$ cat src/hdl/cht_pkg.sv
// package for the chained hash table engine
// holds command and status codes, widths and defaults; no dependencies
package cht_pkg;

  localparam int unsigned BUCKETS_DEF       = 256;
  localparam int unsigned ENTRIES_DEF       = 256;
  localparam int unsigned MAX_KEY_BYTES_DEF = 8;

  localparam int unsigned KEY_W   = 64;
  localparam int unsigned VALUE_W = 32;
  localparam int unsigned SEED_W  = 32;
  localparam int unsigned KLEN_W  = 4;
  localparam int unsigned CFG_W   = 32;

  localparam logic [31:0] SEED_RESET = 32'd5381;
  localparam logic [3:0]  KLEN_RESET = 4'd8;

  typedef enum logic [1:0] {
    CMD_ADD = 2'd0,
    CMD_DEL = 2'd1,
    CMD_GET = 2'd2,
    CMD_NOP = 2'd3
  } cmd_t;

  typedef enum logic [1:0] {
    ST_OK   = 2'd0,
    ST_MISS = 2'd1,
    ST_FULL = 2'd2,
    ST_RSVD = 2'd3
  } status_t;

  typedef enum logic {
    REG_SEED = 1'b0,
    REG_KLEN = 1'b1
  } reg_idx_t;

  // controller to datapath
  typedef struct packed {
    logic load;        // capture input, start hash
    logic hash_step;   // one byte of hash
    logic head_rd;     // read bucket head
    logic head_take;   // cur <= head
    logic ent_rd;      // read entry at cur
    logic ent_adv;     // prev <= cur, cur <= link
    logic free_rd;     // read free stack top
    logic do_add;      // write new entry and head
    logic do_del;      // unlink cur, push free
    logic clr_step;    // clearing pass step
    logic result;      // load output register
    logic res_hit;
  } cht_cmd_t;

  // datapath to controller
  typedef struct packed {
    logic hash_done;
    logic cur_nil;
    logic key_eq;
    logic full;
    logic walk_over;
    logic clr_done;
    cmd_t cmd;
  } cht_stat_t;

endpackage

$ cat src/hdl/cht_ctrl.sv
// controller state machine sequencing hash, chain walk and update
// depends on cht_pkg
module cht_ctrl (
  input  logic               clk,
  input  logic               rst,
  input  logic               in_valid,
  output logic               in_ready,
  output logic               out_valid,
  input  logic               out_ready,
  output cht_pkg::cht_cmd_t  ctl,
  input  cht_pkg::cht_stat_t stat
);

  typedef enum logic [3:0] {
    S_CLEAR, S_IDLE, S_HASH, S_HEAD_RD, S_HEAD_TAKE, S_ENT_RD, S_CHECK,
    S_FREE_RD, S_ADD, S_RESULT, S_DONE
  } state_t;

  state_t state;
  logic   hit;

  assign in_ready = (state == S_IDLE) && !out_valid;

  always_comb begin
    ctl = '0;
    ctl.res_hit = hit;
    unique case (state)
      S_CLEAR:     ctl.clr_step  = 1'b1;
      S_IDLE:      ctl.load      = in_valid && in_ready;
      S_HASH:      ctl.hash_step = !stat.hash_done;
      S_HEAD_RD:   ctl.head_rd   = 1'b1;
      S_HEAD_TAKE: ctl.head_take = 1'b1;
      S_ENT_RD:    ctl.ent_rd    = 1'b1;
      S_CHECK:     ctl.ent_adv   = !stat.key_eq;
      S_FREE_RD:   ctl.free_rd   = 1'b1;
      S_ADD:       ctl.do_add    = 1'b1;
      S_RESULT: begin
        ctl.result = 1'b1;
        ctl.do_del = hit && (stat.cmd == cht_pkg::CMD_DEL);
      end
      S_DONE:      ctl = ctl;
      default:     ctl = ctl;
    endcase
  end

  always_ff @(posedge clk) begin
    if (rst) begin
      state     <= S_CLEAR;
      out_valid <= 1'b0;
      hit       <= 1'b0;
    end else begin
      if (out_valid && out_ready) out_valid <= 1'b0;
      unique case (state)
        S_CLEAR:     if (stat.clr_done) state <= S_IDLE;
        S_IDLE:      if (in_valid && in_ready) state <= S_HASH;
        S_HASH:      if (stat.hash_done) state <= S_HEAD_RD;
        S_HEAD_RD:   state <= S_HEAD_TAKE;
        S_HEAD_TAKE: begin
          hit   <= 1'b0;
          state <= S_ENT_RD;
        end
        S_ENT_RD: begin
          if (stat.cur_nil || stat.walk_over) begin
            if (stat.cmd == cht_pkg::CMD_ADD && !stat.full) state <= S_FREE_RD;
            else state <= S_RESULT;
          end else begin
            state <= S_CHECK;
          end
        end
        S_CHECK: begin
          if (stat.key_eq) begin
            hit   <= 1'b1;
            state <= S_RESULT;
          end else begin
            state <= S_ENT_RD;
          end
        end
        S_FREE_RD:   state <= S_ADD;
        S_ADD:       state <= S_RESULT;
        S_RESULT: begin
          out_valid <= 1'b1;
          state     <= S_DONE;
        end
        S_DONE:      state <= S_IDLE;
        default:     state <= S_IDLE;
      endcase
    end
  end

endmodule

$ cat config.mk
export PLATFORM = sky130hd
export DESIGN_NAME = cht_ctrl
export DESIGN_NICKNAME = d
export VERILOG_FILES = /design/src/hdl/cht_pkg.sv /design/src/hdl/cht_ctrl.sv
export SDC_FILE = /design/constraint.sdc
export NUM_CORES = 1
export LEC_CHECK = 0
export ABC_CLOCK_PERIOD_IN_PS = 1350
export BUFFER_PORTS_ARGS = -buffer_cell sky130_fd_sc_hd__buf_2
export CORE_AREA = 10 10 47 49
export DETAILED_ROUTE_END_ITERATION = 12
export DIE_AREA = 0 0 57 59
export PLACE_DENSITY_LB_ADDON = 0.2
export SYNTH_ARGS = -nofsm -noshare
export SYNTH_HDL_FRONTEND = slang
export SYNTH_SLANG_ARGS = --single-unit
$ cat constraint.sdc
create_clock -name clk -period 1.35 [get_ports clk]
set_input_delay 0.135 -clock clk [delete_from_list [all_inputs] [get_ports clk]]
set_output_delay 0.135 -clock clk [all_outputs]
set_load 0.01 [all_outputs]
==> results.ini, run 1 <==
[worst_setup_path]
crit_slowest_cell = sky130_fd_sc_hd__dfxtp_2
list_of_cells_traversed_by_the_critical_path = or2_4 > nor4b_4 > buf_2
worstPathMaxFanout = 7
worst_path_largest_cell_delay_ns = 0.33
timing.critical_path.to_type = output pin
setup.worst_path.class = register to output pin
worstPathArrival_ns = 1.24
worst-endpoint-required_ns = 1.22
worst_setup_path_start_kind = register

[timing]
setup_ws_ns = -0.0230
grt_setup_unrepaired = true
final_hold_vio_count = 0
min_period_over_period_pct = 102
worst_case_clock_skew_ns = 0.00176
setup_viol_count_final = 1
worstMarginPinSlew_ns = 0.342
timing.slew.headroom_pct = 76.6
holdWs_ns = 0.132
timing.final.crit_period_ns = 1.37
final_max_slew_viol_count = 0
timing.fmax_ghz = 0.728

[pwr]
p_switching_uw = 330
power.total_uw = 836
sequentialPowerShare_pct = 26.3
vdd_ir_drop_max_uv = 583
p_sw_share_pct = 39.4
pwr-share-comb_pct = 51.8
power.leakage_uw = 0.000317
power_report.internal_total_uw = 507
power-per-cell-area_nw_per_um2 = 1230
power.share.clock_pct = 21.8

[routing]
first_iter_violations = 8
route.antenna.remaining_nets = 0
dr.pass1.iters = 4
drcViolationCount = 0
drt_wl_total_um = 1460
routed-via-count = 560
routed_via_density = 5.38
post_drt_wl_per_cell_um = 14.0

[grt]
grt.total_usage_pct = 9.13
grt_overflow_total = 0
grt_max_degree = 15
number_of_antenna_violations_at_the_first_check_in_global_routing = 0
first_global_vias = 573
global_route_wire_length_before_repair_um = 2480

[yosys]
mappedNetlistArea_um2 = 409
synthCells = 57
yosysUniqueCellTypes = 26
synth_area_leaders = sky130_fd_sc_hd__dfxtp_1 (29%), sky130_fd_sc_hd__nor2_1 (9.2%), sky130_fd_sc_hd__nor3_1 (8.6%)
synth_sequential_area_ratio_pct = 29.4
synth.avg_cell_area_um2 = 7.18
synth_nets = 69
synth.ff_latch_count = 6
yosys_warnings = 0
synth_top_area_cell = sky130_fd_sc_hd__dfxtp_1
synth_top_area_share_pct = 29.4

[placement]
placed_cells = 100
buffer_ports.inserted = 25
dpl.hpwl_um = 1100
place.gp.congestion = 0.768
placement.cell_area_um2 = 579

[die]
die_width_um = 57
floorplan.die.height_um = 59
core_area_um2 = 1400
top_level_ports = 26
initial_core_util_pct = 29.2
num_rows = 14
design.die.area_um2 = 3360

[clock_network]
tritoncts_clock_tree = yes
clock_sinks = 6
clk_path_buf_depth = 2
h-tree-depth = 1
insertion_delay_ns = 0.26
root_buffer = sky130_fd_sc_hd__clkbuf_4
cts_made_buffers = 3
clk_pin_slew_ns = 0.05

[cells_and_area]
filler_cell_count = 147
insertedDiodeCount = 0
sequential_cell_area_um2 = 123
layout.cells.most_common_list = sky130_fd_sc_hd__buf_2 (25), sky130_fd_sc_hd__nor2_1 (10), sky130_fd_sc_hd__nor3_1 (6), sky130_fd_sc_hd__buf_4 (6)
syn_to_final_growth_pct = 65.7
finish.instance_area_um2 = 678
stdcell_count = 104
multi_input_comb_area_um2 = 328
fin_nets = 102
layout.core_utilization_pct = 48.4
layout.cells.most_common = sky130_fd_sc_hd__buf_2
drive_above_1_share_pct = 53.4

[worst_hold_path]
hold_path.class = input port to register

[status]
failed_checks = negative setup slack
outcome = complete, but fails checks

[job]
max-cap-violations = 0

[registers in the layout, summed over array words and instances (netlist names)]
name,cells
state,4
out_valid,1
hit,1
[cells by family after synthesis]
group,Yosys count,synth area share [%]
AND/OR/NAND/NOR,33,41.0
AO/OA/AOI/OAI,13,23.9
flip-flops,6,29.4
buffers and inverters,5,5.81
[worst max-delay path: cells and delay by family, from the launching register on]
family	cells	cell delay [ns]
flops	1	0.33
simple gates	2	0.49
buf+inv	1	0.16
[final timing paths]
kind	from	end	slack [ns]	cells after the start
max reg2reg	state[3]	state[0]	0.12	5
max	state[3]	ctl[10]	-0.02	3
min reg2reg	out_valid	out_valid	0.54	2
min	rst	state[3]	0.13	2
[synthesized netlist by cell type]
library cell                number
sky130_fd_sc_hd__o22a_1          1
sky130_fd_sc_hd__nand2b_1        4
sky130_fd_sc_hd__nor2b_1         1
sky130_fd_sc_hd__clkbuf_2        1
sky130_fd_sc_hd__dfxtp_1         6
sky130_fd_sc_hd__a221oi_2        1
sky130_fd_sc_hd__nor2_1         10
sky130_fd_sc_hd__or3_1           1
sky130_fd_sc_hd__and2_1          1
sky130_fd_sc_hd__a21oi_1         3
sky130_fd_sc_hd__a311oi_1        1
sky130_fd_sc_hd__buf_4           1
sky130_fd_sc_hd__o22ai_1         1
sky130_fd_sc_hd__a21o_1          1
sky130_fd_sc_hd__nor4b_1         2
sky130_fd_sc_hd__o21ai_0         2
sky130_fd_sc_hd__a2111oi_0       1
sky130_fd_sc_hd__or2_1           1
sky130_fd_sc_hd__o211ai_1        1
sky130_fd_sc_hd__nor4_1          1
sky130_fd_sc_hd__nand2_1         4
sky130_fd_sc_hd__clkbuf_1        2
sky130_fd_sc_hd__nor2_2          1
sky130_fd_sc_hd__o32a_1          1
sky130_fd_sc_hd__inv_1           1
sky130_fd_sc_hd__nor3_1          7
[power groups by stage]
| stage | sequential, uW | clock (uW) | combinational [uW] |
|---|---|---|---|
| after floorplan | 228 | 0 | 210 |
| after global placement | 216 | 0 | 368 |
| after detailed placement | 216 | 0 | 364 |
| after CTS | 217 | 183 | 399 |
| after global routing | 223 | 185 | 484 |
| final | 220 | 183 | 433 |
[layout make-up]
type	instances	share of cell area [%]
timing repair buffer	32	26.8
tap	16	2.95
inverter	1	0.554
clock buffer	3	3.32
sequential	6	18.1
multi-input combinational	46	48.3
[routing by layer]
metal  global-route usage (%)  up-vias  part of all wire (%)
met5                        0        -                     0
met1                     9.41      263                    38
li1                         -      270                     -
met2                     15.0       22                    49
met4                     5.03        0                   2.3
met3                     4.29        5                    11
[through the flow]
step | setup TNS (ns) | worst slack (ns)
2_1_floorplan | 0 | 0.0826
3_3_place_gp | 0 | 0.123
3_5_place_dp | 0 | 0.107
4_1_cts | -0.00532 | -0.00532
5_1_grt | -0.252 | -0.0779
6_report | -0.0230 | -0.0230
[what timing repair did]
| action | CTS | global route |
|---|---|---|
| hold buffers | 0 | 0 |
| setup buffers | 0 | 1 |
| pin swaps | 1 | 2 |
| endpoints found under the setup margin | 6 | 8 |
| resized for setup | 7 | 7 |
Power figures use the tool's default switching activity.
==> run 2, diff against run 1 <==
- ABC_AREA: unset -> 1
- CORE_AREA: 10 10 47 49 -> 5 5 42 44
- CTS_BUF_LIST: unset -> sky130_fd_sc_hd__clkbuf_8
- DIE_AREA: 0 0 57 59 -> 0 0 47 49
==> results.ini, run 2 <==
[worst_setup_path]
worst_path_largest_cell_delay_ns = 0.35  ; +0.02 ns
worst-endpoint-required_ns = 1.22  ; about the same
worstPathArrival_ns = 1.19  ; -0.05 ns
crit_slowest_cell = sky130_fd_sc_hd__dfxtp_4
worst_setup_path_start_kind = register
worstPathMaxFanout = 5  ; -2
timing.critical_path.to_type = output pin
list_of_cells_traversed_by_the_critical_path = buf_4 > clkinv_2 > nand3_1 > nor2_1 > buf_2
critical_path_buf_inv_count = 3  ; +2
critPathTopFamily = flip-flops
setup.worst_path.class = register to output pin

[cells_and_area]
layout.cells.most_common = sky130_fd_sc_hd__buf_2
syn_to_final_growth_pct = 47.4
largest_register_ffs = 4  ; unchanged
drive_above_1_share_pct = 51.4  ; -2.0 points
layout.cells.most_common_list = sky130_fd_sc_hd__buf_2 (25), sky130_fd_sc_hd__nor2_1 (12), sky130_fd_sc_hd__nand2_1 (12)
filler_cell_count = 161  ; +9.5%
finish.instance_area_um2 = 719  ; +6.1%
multi_input_comb_area_um2 = 305  ; -6.9%
insertedDiodeCount = 0  ; unchanged
layout_top_registers = state (4), hit (1), out_valid (1)
fin_nets = 121  ; +19%
regMostFlops = state
sequential_cell_area_um2 = 130  ; +6.1%

[routing]
routed_via_density = 4.85  ; -10%
dr.pass1.iters = 4  ; unchanged
first_iter_violations = 20  ; +12
drt_wl_total_um = 1410  ; -3.0%
post_drt_wl_per_cell_um = 11.5  ; -18%
drcViolationCount = 0  ; unchanged
route.antenna.remaining_nets = 0  ; unchanged
routed-via-count = 596  ; +6.4%

[yosys]
yosysUniqueCellTypes = 21  ; -19%
synth_top_area_cell = sky130_fd_sc_hd__dfxtp_1
synth_enable_flop_cells = 0  ; unchanged
netlist_top_cells_count = sky130_fd_sc_hd__nand2_1 (12), sky130_fd_sc_hd__nor2_1 (12), sky130_fd_sc_hd__nand3_1 (9)
synth_compound_area_share_pct = 10.5  ; -13 points
synth-adder-area-share_pct = 0  ; unchanged
yosys-mux-area-fraction_pct = 0  ; unchanged
yosys_warnings = 0  ; unchanged
synth_nets = 88  ; +28%
synth_top_area_share_pct = 24.6  ; -4.7 points
synth_simple_gate_area_share_pct = 50.0  ; +9.0 points
synth_top_family_by_area = simple AND/OR/NAND/NOR gates
yosys_most_used_dff = sky130_fd_sc_hd__dfxtp_1
mappedNetlistArea_um2 = 488  ; +19%
async_reset_ff_share_pct = 0  ; unchanged
synth.ff_latch_count = 6  ; unchanged
synthCells = 76  ; +33%
synth_xor_xnor_area_share_pct = 0  ; unchanged
synth_area_leaders = sky130_fd_sc_hd__dfxtp_1 (25%), sky130_fd_sc_hd__nand3_1 (9.2%), sky130_fd_sc_hd__nand2_1 (9.2%)
synth.avg_cell_area_um2 = 6.42  ; -11%
synth_sequential_area_ratio_pct = 24.6  ; -4.7 points

[clock_network]
root_buffer = sky130_fd_sc_hd__clkbuf_8
clk_pin_slew_ns = 0.04  ; about the same
h-tree-depth = 1  ; unchanged
clk_path_buf_depth = 2  ; unchanged
tritoncts_clock_tree = yes
cts_made_buffers = 3  ; unchanged
clock_sinks = 6  ; unchanged
insertion_delay_ns = 0.22  ; -0.04 ns

[placement]
buffer_ports.inserted = 25  ; unchanged
place.gp.congestion = 0.759  ; -1.2%
placement.cell_area_um2 = 629  ; +8.6%
dpl.hpwl_um = 1110  ; +0.63%
post-place-ws_ns = 0.177  ; +0.0698 ns

[pwr]
power.leakage_uw = 0.000395  ; +25%
vdd_ir_drop_max_uv = 789  ; +35%
power-per-cell-area_nw_per_um2 = 1670  ; +36%

[timing]
timing.slew.headroom_pct = 85.5  ; +8.9 points
timing.fmax_ghz = 0.758  ; +4.0%
timing.final.crit_period_ns = 1.32  ; -0.0530 ns
setup_viol_count_final = 0  ; -1
setup_ws_ns = 0.0300  ; +0.0530 ns
holdWs_ns = 0.156  ; +0.0244 ns
final_max_slew_viol_count = 0  ; unchanged
worstMarginPinSlew_ns = 0.215  ; -0.127 ns
grt_setup_unrepaired = true
final_hold_vio_count = 0  ; unchanged
worst_case_clock_skew_ns = 0.000375  ; -0.00138 ns
min_period_over_period_pct = 97.8  ; -3.9 points

[grt]
first_global_vias = 521  ; -9.1%
global_route_wire_length_before_repair_um = 2040  ; -18%
grt.total_usage_pct = 11.8  ; +2.6 points
grt_overflow_total = 0  ; unchanged
grt_max_degree = 8  ; -7
number_of_antenna_violations_at_the_first_check_in_global_routing = 0  ; unchanged

[die]
core_area_um2 = 1400  ; unchanged
design.die.area_um2 = 2300  ; -32%
floorplan.die.height_um = 49  ; -17%
die_width_um = 47  ; -18%
initial_core_util_pct = 34.8  ; +5.6 points
num_rows = 14  ; unchanged
top_level_ports = 26  ; unchanged

[worst_hold_path]
hold_path.class = input port to register

[job]
max-cap-violations = 0  ; unchanged

[status]
outcome = completed

[run 2: final cells by class]
cell class,count,share of cell area [%]
Clock buffer,3,5.74
Sequential cell,6,18.1
Timing Repair Buffer,30,23.1
Tap cell,16,2.78
Inverter,14,7.83
Multi-Input combinational cell,54,42.4
[run 2: metal layers]
metal / vias to the layer above / track usage, % / share of wire, %
met5: - / 0 / 0
met4: 0 / 1.38 / 0
met3: 0 / 5.54 / 10
met2: 29 / 21.3 / 51
met1: 261 / 12.1 / 38
li1: 306 / - / -
[run 2: through the flow]
step | utilization [%] | cells | total power, uW | setup TNS [ns]
floorplan | - | 76 | 684 | 0
global placement | 44.9 | 117 | 840 | 0
detailed placement | 44.9 | 117 | 841 | 0
CTS | 48.0 | 120 | 1120 | -0.00196
global route | 51.3 | 123 | 1290 | -0.0867
finish | 51.3 | 123 | 1200 | 0
[run 2: final timing paths]
check            from       end  slack (ns)  cells past startpoint
min               rst  state[1]        0.16                      2
max reg2reg  state[1]  state[1]        0.17                      8
min reg2reg       hit       hit        0.50                      2
max          state[1]    ctl[4]        0.03                      5
[run 2: cells by family after synthesis]
| family | after synthesis |
|---|---|
| AND/OR/NAND/NOR | 46 |
| AO/OA/AOI/OAI | 8 |
| flip-flops | 6 |
| buffers and inverters | 16 |
[run 2: worst reg2reg max path, stage by stage (launching register included)]
cell	delay, ns
sky130_fd_sc_hd__dfxtp_4	0.35
sky130_fd_sc_hd__buf_4	0.13
sky130_fd_sc_hd__clkinv_2	0.06
sky130_fd_sc_hd__nand2_1	0.08
sky130_fd_sc_hd__nor2_4	0.13
sky130_fd_sc_hd__nand2_1	0.10
sky130_fd_sc_hd__nand3_1	0.08
sky130_fd_sc_hd__nand2_1	0.06
sky130_fd_sc_hd__a21oi_2	0.11
[run 2: repair_timing]
item,in CTS,in global routing
setup endpoints to repair,3,6
gates resized for setup,2,8
hold buffers,0,0
buffers inserted,0,3
pin swaps,0,4
[run 2: power by group]
group / switching [uW] / total (uW) / internal [uW]
Combinational: 381 / 654 / 273
Clock: 73.9 / 265 / 191
Sequential: 56.1 / 285 / 228
Total: 511 / 1200 / 693
==> run 3, diff against run 2 <==
==> constraint.sdc (replaced) <==
create_clock -name clk -period 1.35 [get_ports clk]
set_input_delay 0.2025 -clock clk [delete_from_list [all_inputs] [get_ports clk]]
set_output_delay 0.2025 -clock clk [all_outputs]
set_load 0.01 [all_outputs]
==> results.ini, run 3 (synthesis results as in run 2) <==
[cells_and_area]
drive_above_1_share_pct = 55.0  ; +3.6 points
insertedDiodeCount = 0  ; unchanged
regMostFlops = state
layout_top_registers = state (4), hit (1), out_valid (1)
layout.cells.most_common_list = sky130_fd_sc_hd__buf_2 (24), sky130_fd_sc_hd__nor2_1 (12), sky130_fd_sc_hd__nand2_1 (11)
largest_register_ffs = 4  ; unchanged
syn_to_final_growth_pct = 62.8
fin_nets = 125  ; +3.3%
stdcell_count = 127  ; +3.3%
layout.cells.most_common = sky130_fd_sc_hd__buf_2

[placement]
buffer_ports.inserted = 25  ; unchanged
placed_cells = 115  ; -1.7%
place.gp.congestion = 0.813  ; +7.1%
dpl.hpwl_um = 1080  ; -2.1%

[die]
initial_core_util_pct = 34.8  ; unchanged
floorplan.die.height_um = 49  ; unchanged
num_rows = 14  ; unchanged
core_area_um2 = 1400  ; unchanged
top_level_ports = 26  ; unchanged
design.die.area_um2 = 2300  ; unchanged
die_width_um = 47  ; unchanged

[clock_network]
h-tree-depth = 1  ; unchanged
root_buffer = sky130_fd_sc_hd__clkbuf_8
clock_sinks = 6  ; unchanged
clk_pin_slew_ns = 0.04  ; about the same
tritoncts_clock_tree = yes
insertion_delay_ns = 0.23  ; about the same
clk_path_buf_depth = 2  ; unchanged
cts_made_buffers = 3  ; unchanged
cts_hold_buf = 0  ; unchanged

[timing]
min_period_over_period_pct = 102  ; +4.2 points
grt_setup_unrepaired = true
timing.fmax_ghz = 0.726  ; -4.1%
final_hold_vio_count = 0  ; unchanged
setup_viol_count_final = 3  ; +3
worstMarginPinSlew_ns = 0.338  ; +0.123 ns
final_max_slew_viol_count = 0  ; unchanged
timing.slew.headroom_pct = 77.2  ; -8.3 points
worst_case_clock_skew_ns = 0.00463  ; +0.00426 ns
setup_ws_ns = -0.0271  ; -0.0571 ns
timing.final.crit_period_ns = 1.38  ; +0.0571 ns

[grt]
first_global_vias = 487  ; -6.5%
grt_overflow_total = 0  ; unchanged
global_route_wire_length_before_repair_um = 2050  ; +0.69%
grt.total_usage_pct = 12.1  ; +0.37 points
number_of_antenna_violations_at_the_first_check_in_global_routing = 0  ; unchanged
grt_max_degree = 10  ; +2

[job]
max-cap-violations = 0  ; unchanged

[status]
failed_checks = negative setup slack
outcome = complete, but fails checks

[worst_setup_path]
timing.critical_path.to_type = output pin
worstPathMaxFanout = 5  ; unchanged
worstPathArrival_ns = 1.17  ; -0.02 ns
setup.worst_path.class = register to output pin
worstRegToRegCells = 7  ; -1
worst_setup_path_start_kind = register
worst-endpoint-required_ns = 1.15  ; -0.07 ns

[routing]
routed-via-count = 610  ; +2.3%
first_iter_violations = 14  ; -30%
post_drt_wl_per_cell_um = 12.2  ; +6.2%
drt_wl_total_um = 1550  ; +9.6%
routed_via_density = 4.80  ; -0.87%
dr.pass1.iters = 4  ; unchanged
drcViolationCount = 0  ; unchanged
route.antenna.remaining_nets = 0  ; unchanged

[pwr]
power-per-cell-area_nw_per_um2 = 1740  ; +3.8%
vdd_ir_drop_max_uv = 916  ; +16%
power.total_uw = 1380  ; +15%
power.leakage_uw = 0.000411  ; +4.2%

[worst_hold_path]
whs_path_depth = 2  ; unchanged
hold_path.class = input port to register

==> run 3: cell type report <==
cell class	instances	area (um2)
clock buffer	3	41.3
fill	133	607
inverter	14	58.8
multi-input combinational	54	328
sequential	6	135
tap	16	20.0
timing repair buffer	34	211
==> run 3: worst max-delay path: stages (launching register included) <==
cell and delay (ns):
sky130_fd_sc_hd__dfxtp_4 0.39, sky130_fd_sc_hd__inv_6 0.05, sky130_fd_sc_hd__nor2_4 0.16, sky130_fd_sc_hd__nand3_2 0.12, sky130_fd_sc_hd__nor2_1 0.10, sky130_fd_sc_hd__buf_2 0.13
==> run 3: where the power goes <==
part | total, uW | switching, uW | internal [uW]
Sequential | 313 | 85.9 | 227
Combinational | 787 | 418 | 369
Clock | 280 | 87.4 | 193
==> run 3: per-stage QoR <==
step	util [%]	area, um2	TNS [ns]	setup WS [ns]	hold WS [ns]
detailed placement	43.8	614	0	0.0888	0.459
CTS	47.2	662	-0.0463	-0.0290	0.216
finish	56.7	795	-0.0618	-0.0271	0.207
global route	56.7	795	-0.425	-0.0972	0.213
global placement	43.8	614	0	0.109	0.455
floorplan	-	488	0	0.236	0.265
==> run 3: timing repair <==
action	4_1_cts	5_1_grt
resized for setup	4	13
pin swaps	0	5
gates cloned	0	0
buffers inserted	0	9
endpoints found under the setup margin	12	10
==> run 3: worst paths after layout <==
check	start	endpoint	slack, ns
max	state[0]	ctl[3]	-0.03
min	rst	state[1]	0.21
max reg2reg	state[3]	state[0]	0.11
min reg2reg	hit	hit	0.54
==> run 3: layer usage <==
metal  global-route usage, %  part of all wire [%]
met5                       0                     0
met3                    3.32                   7.3
met4                    5.53                   2.3
met2                    20.6                    51
met1                    13.2                    40
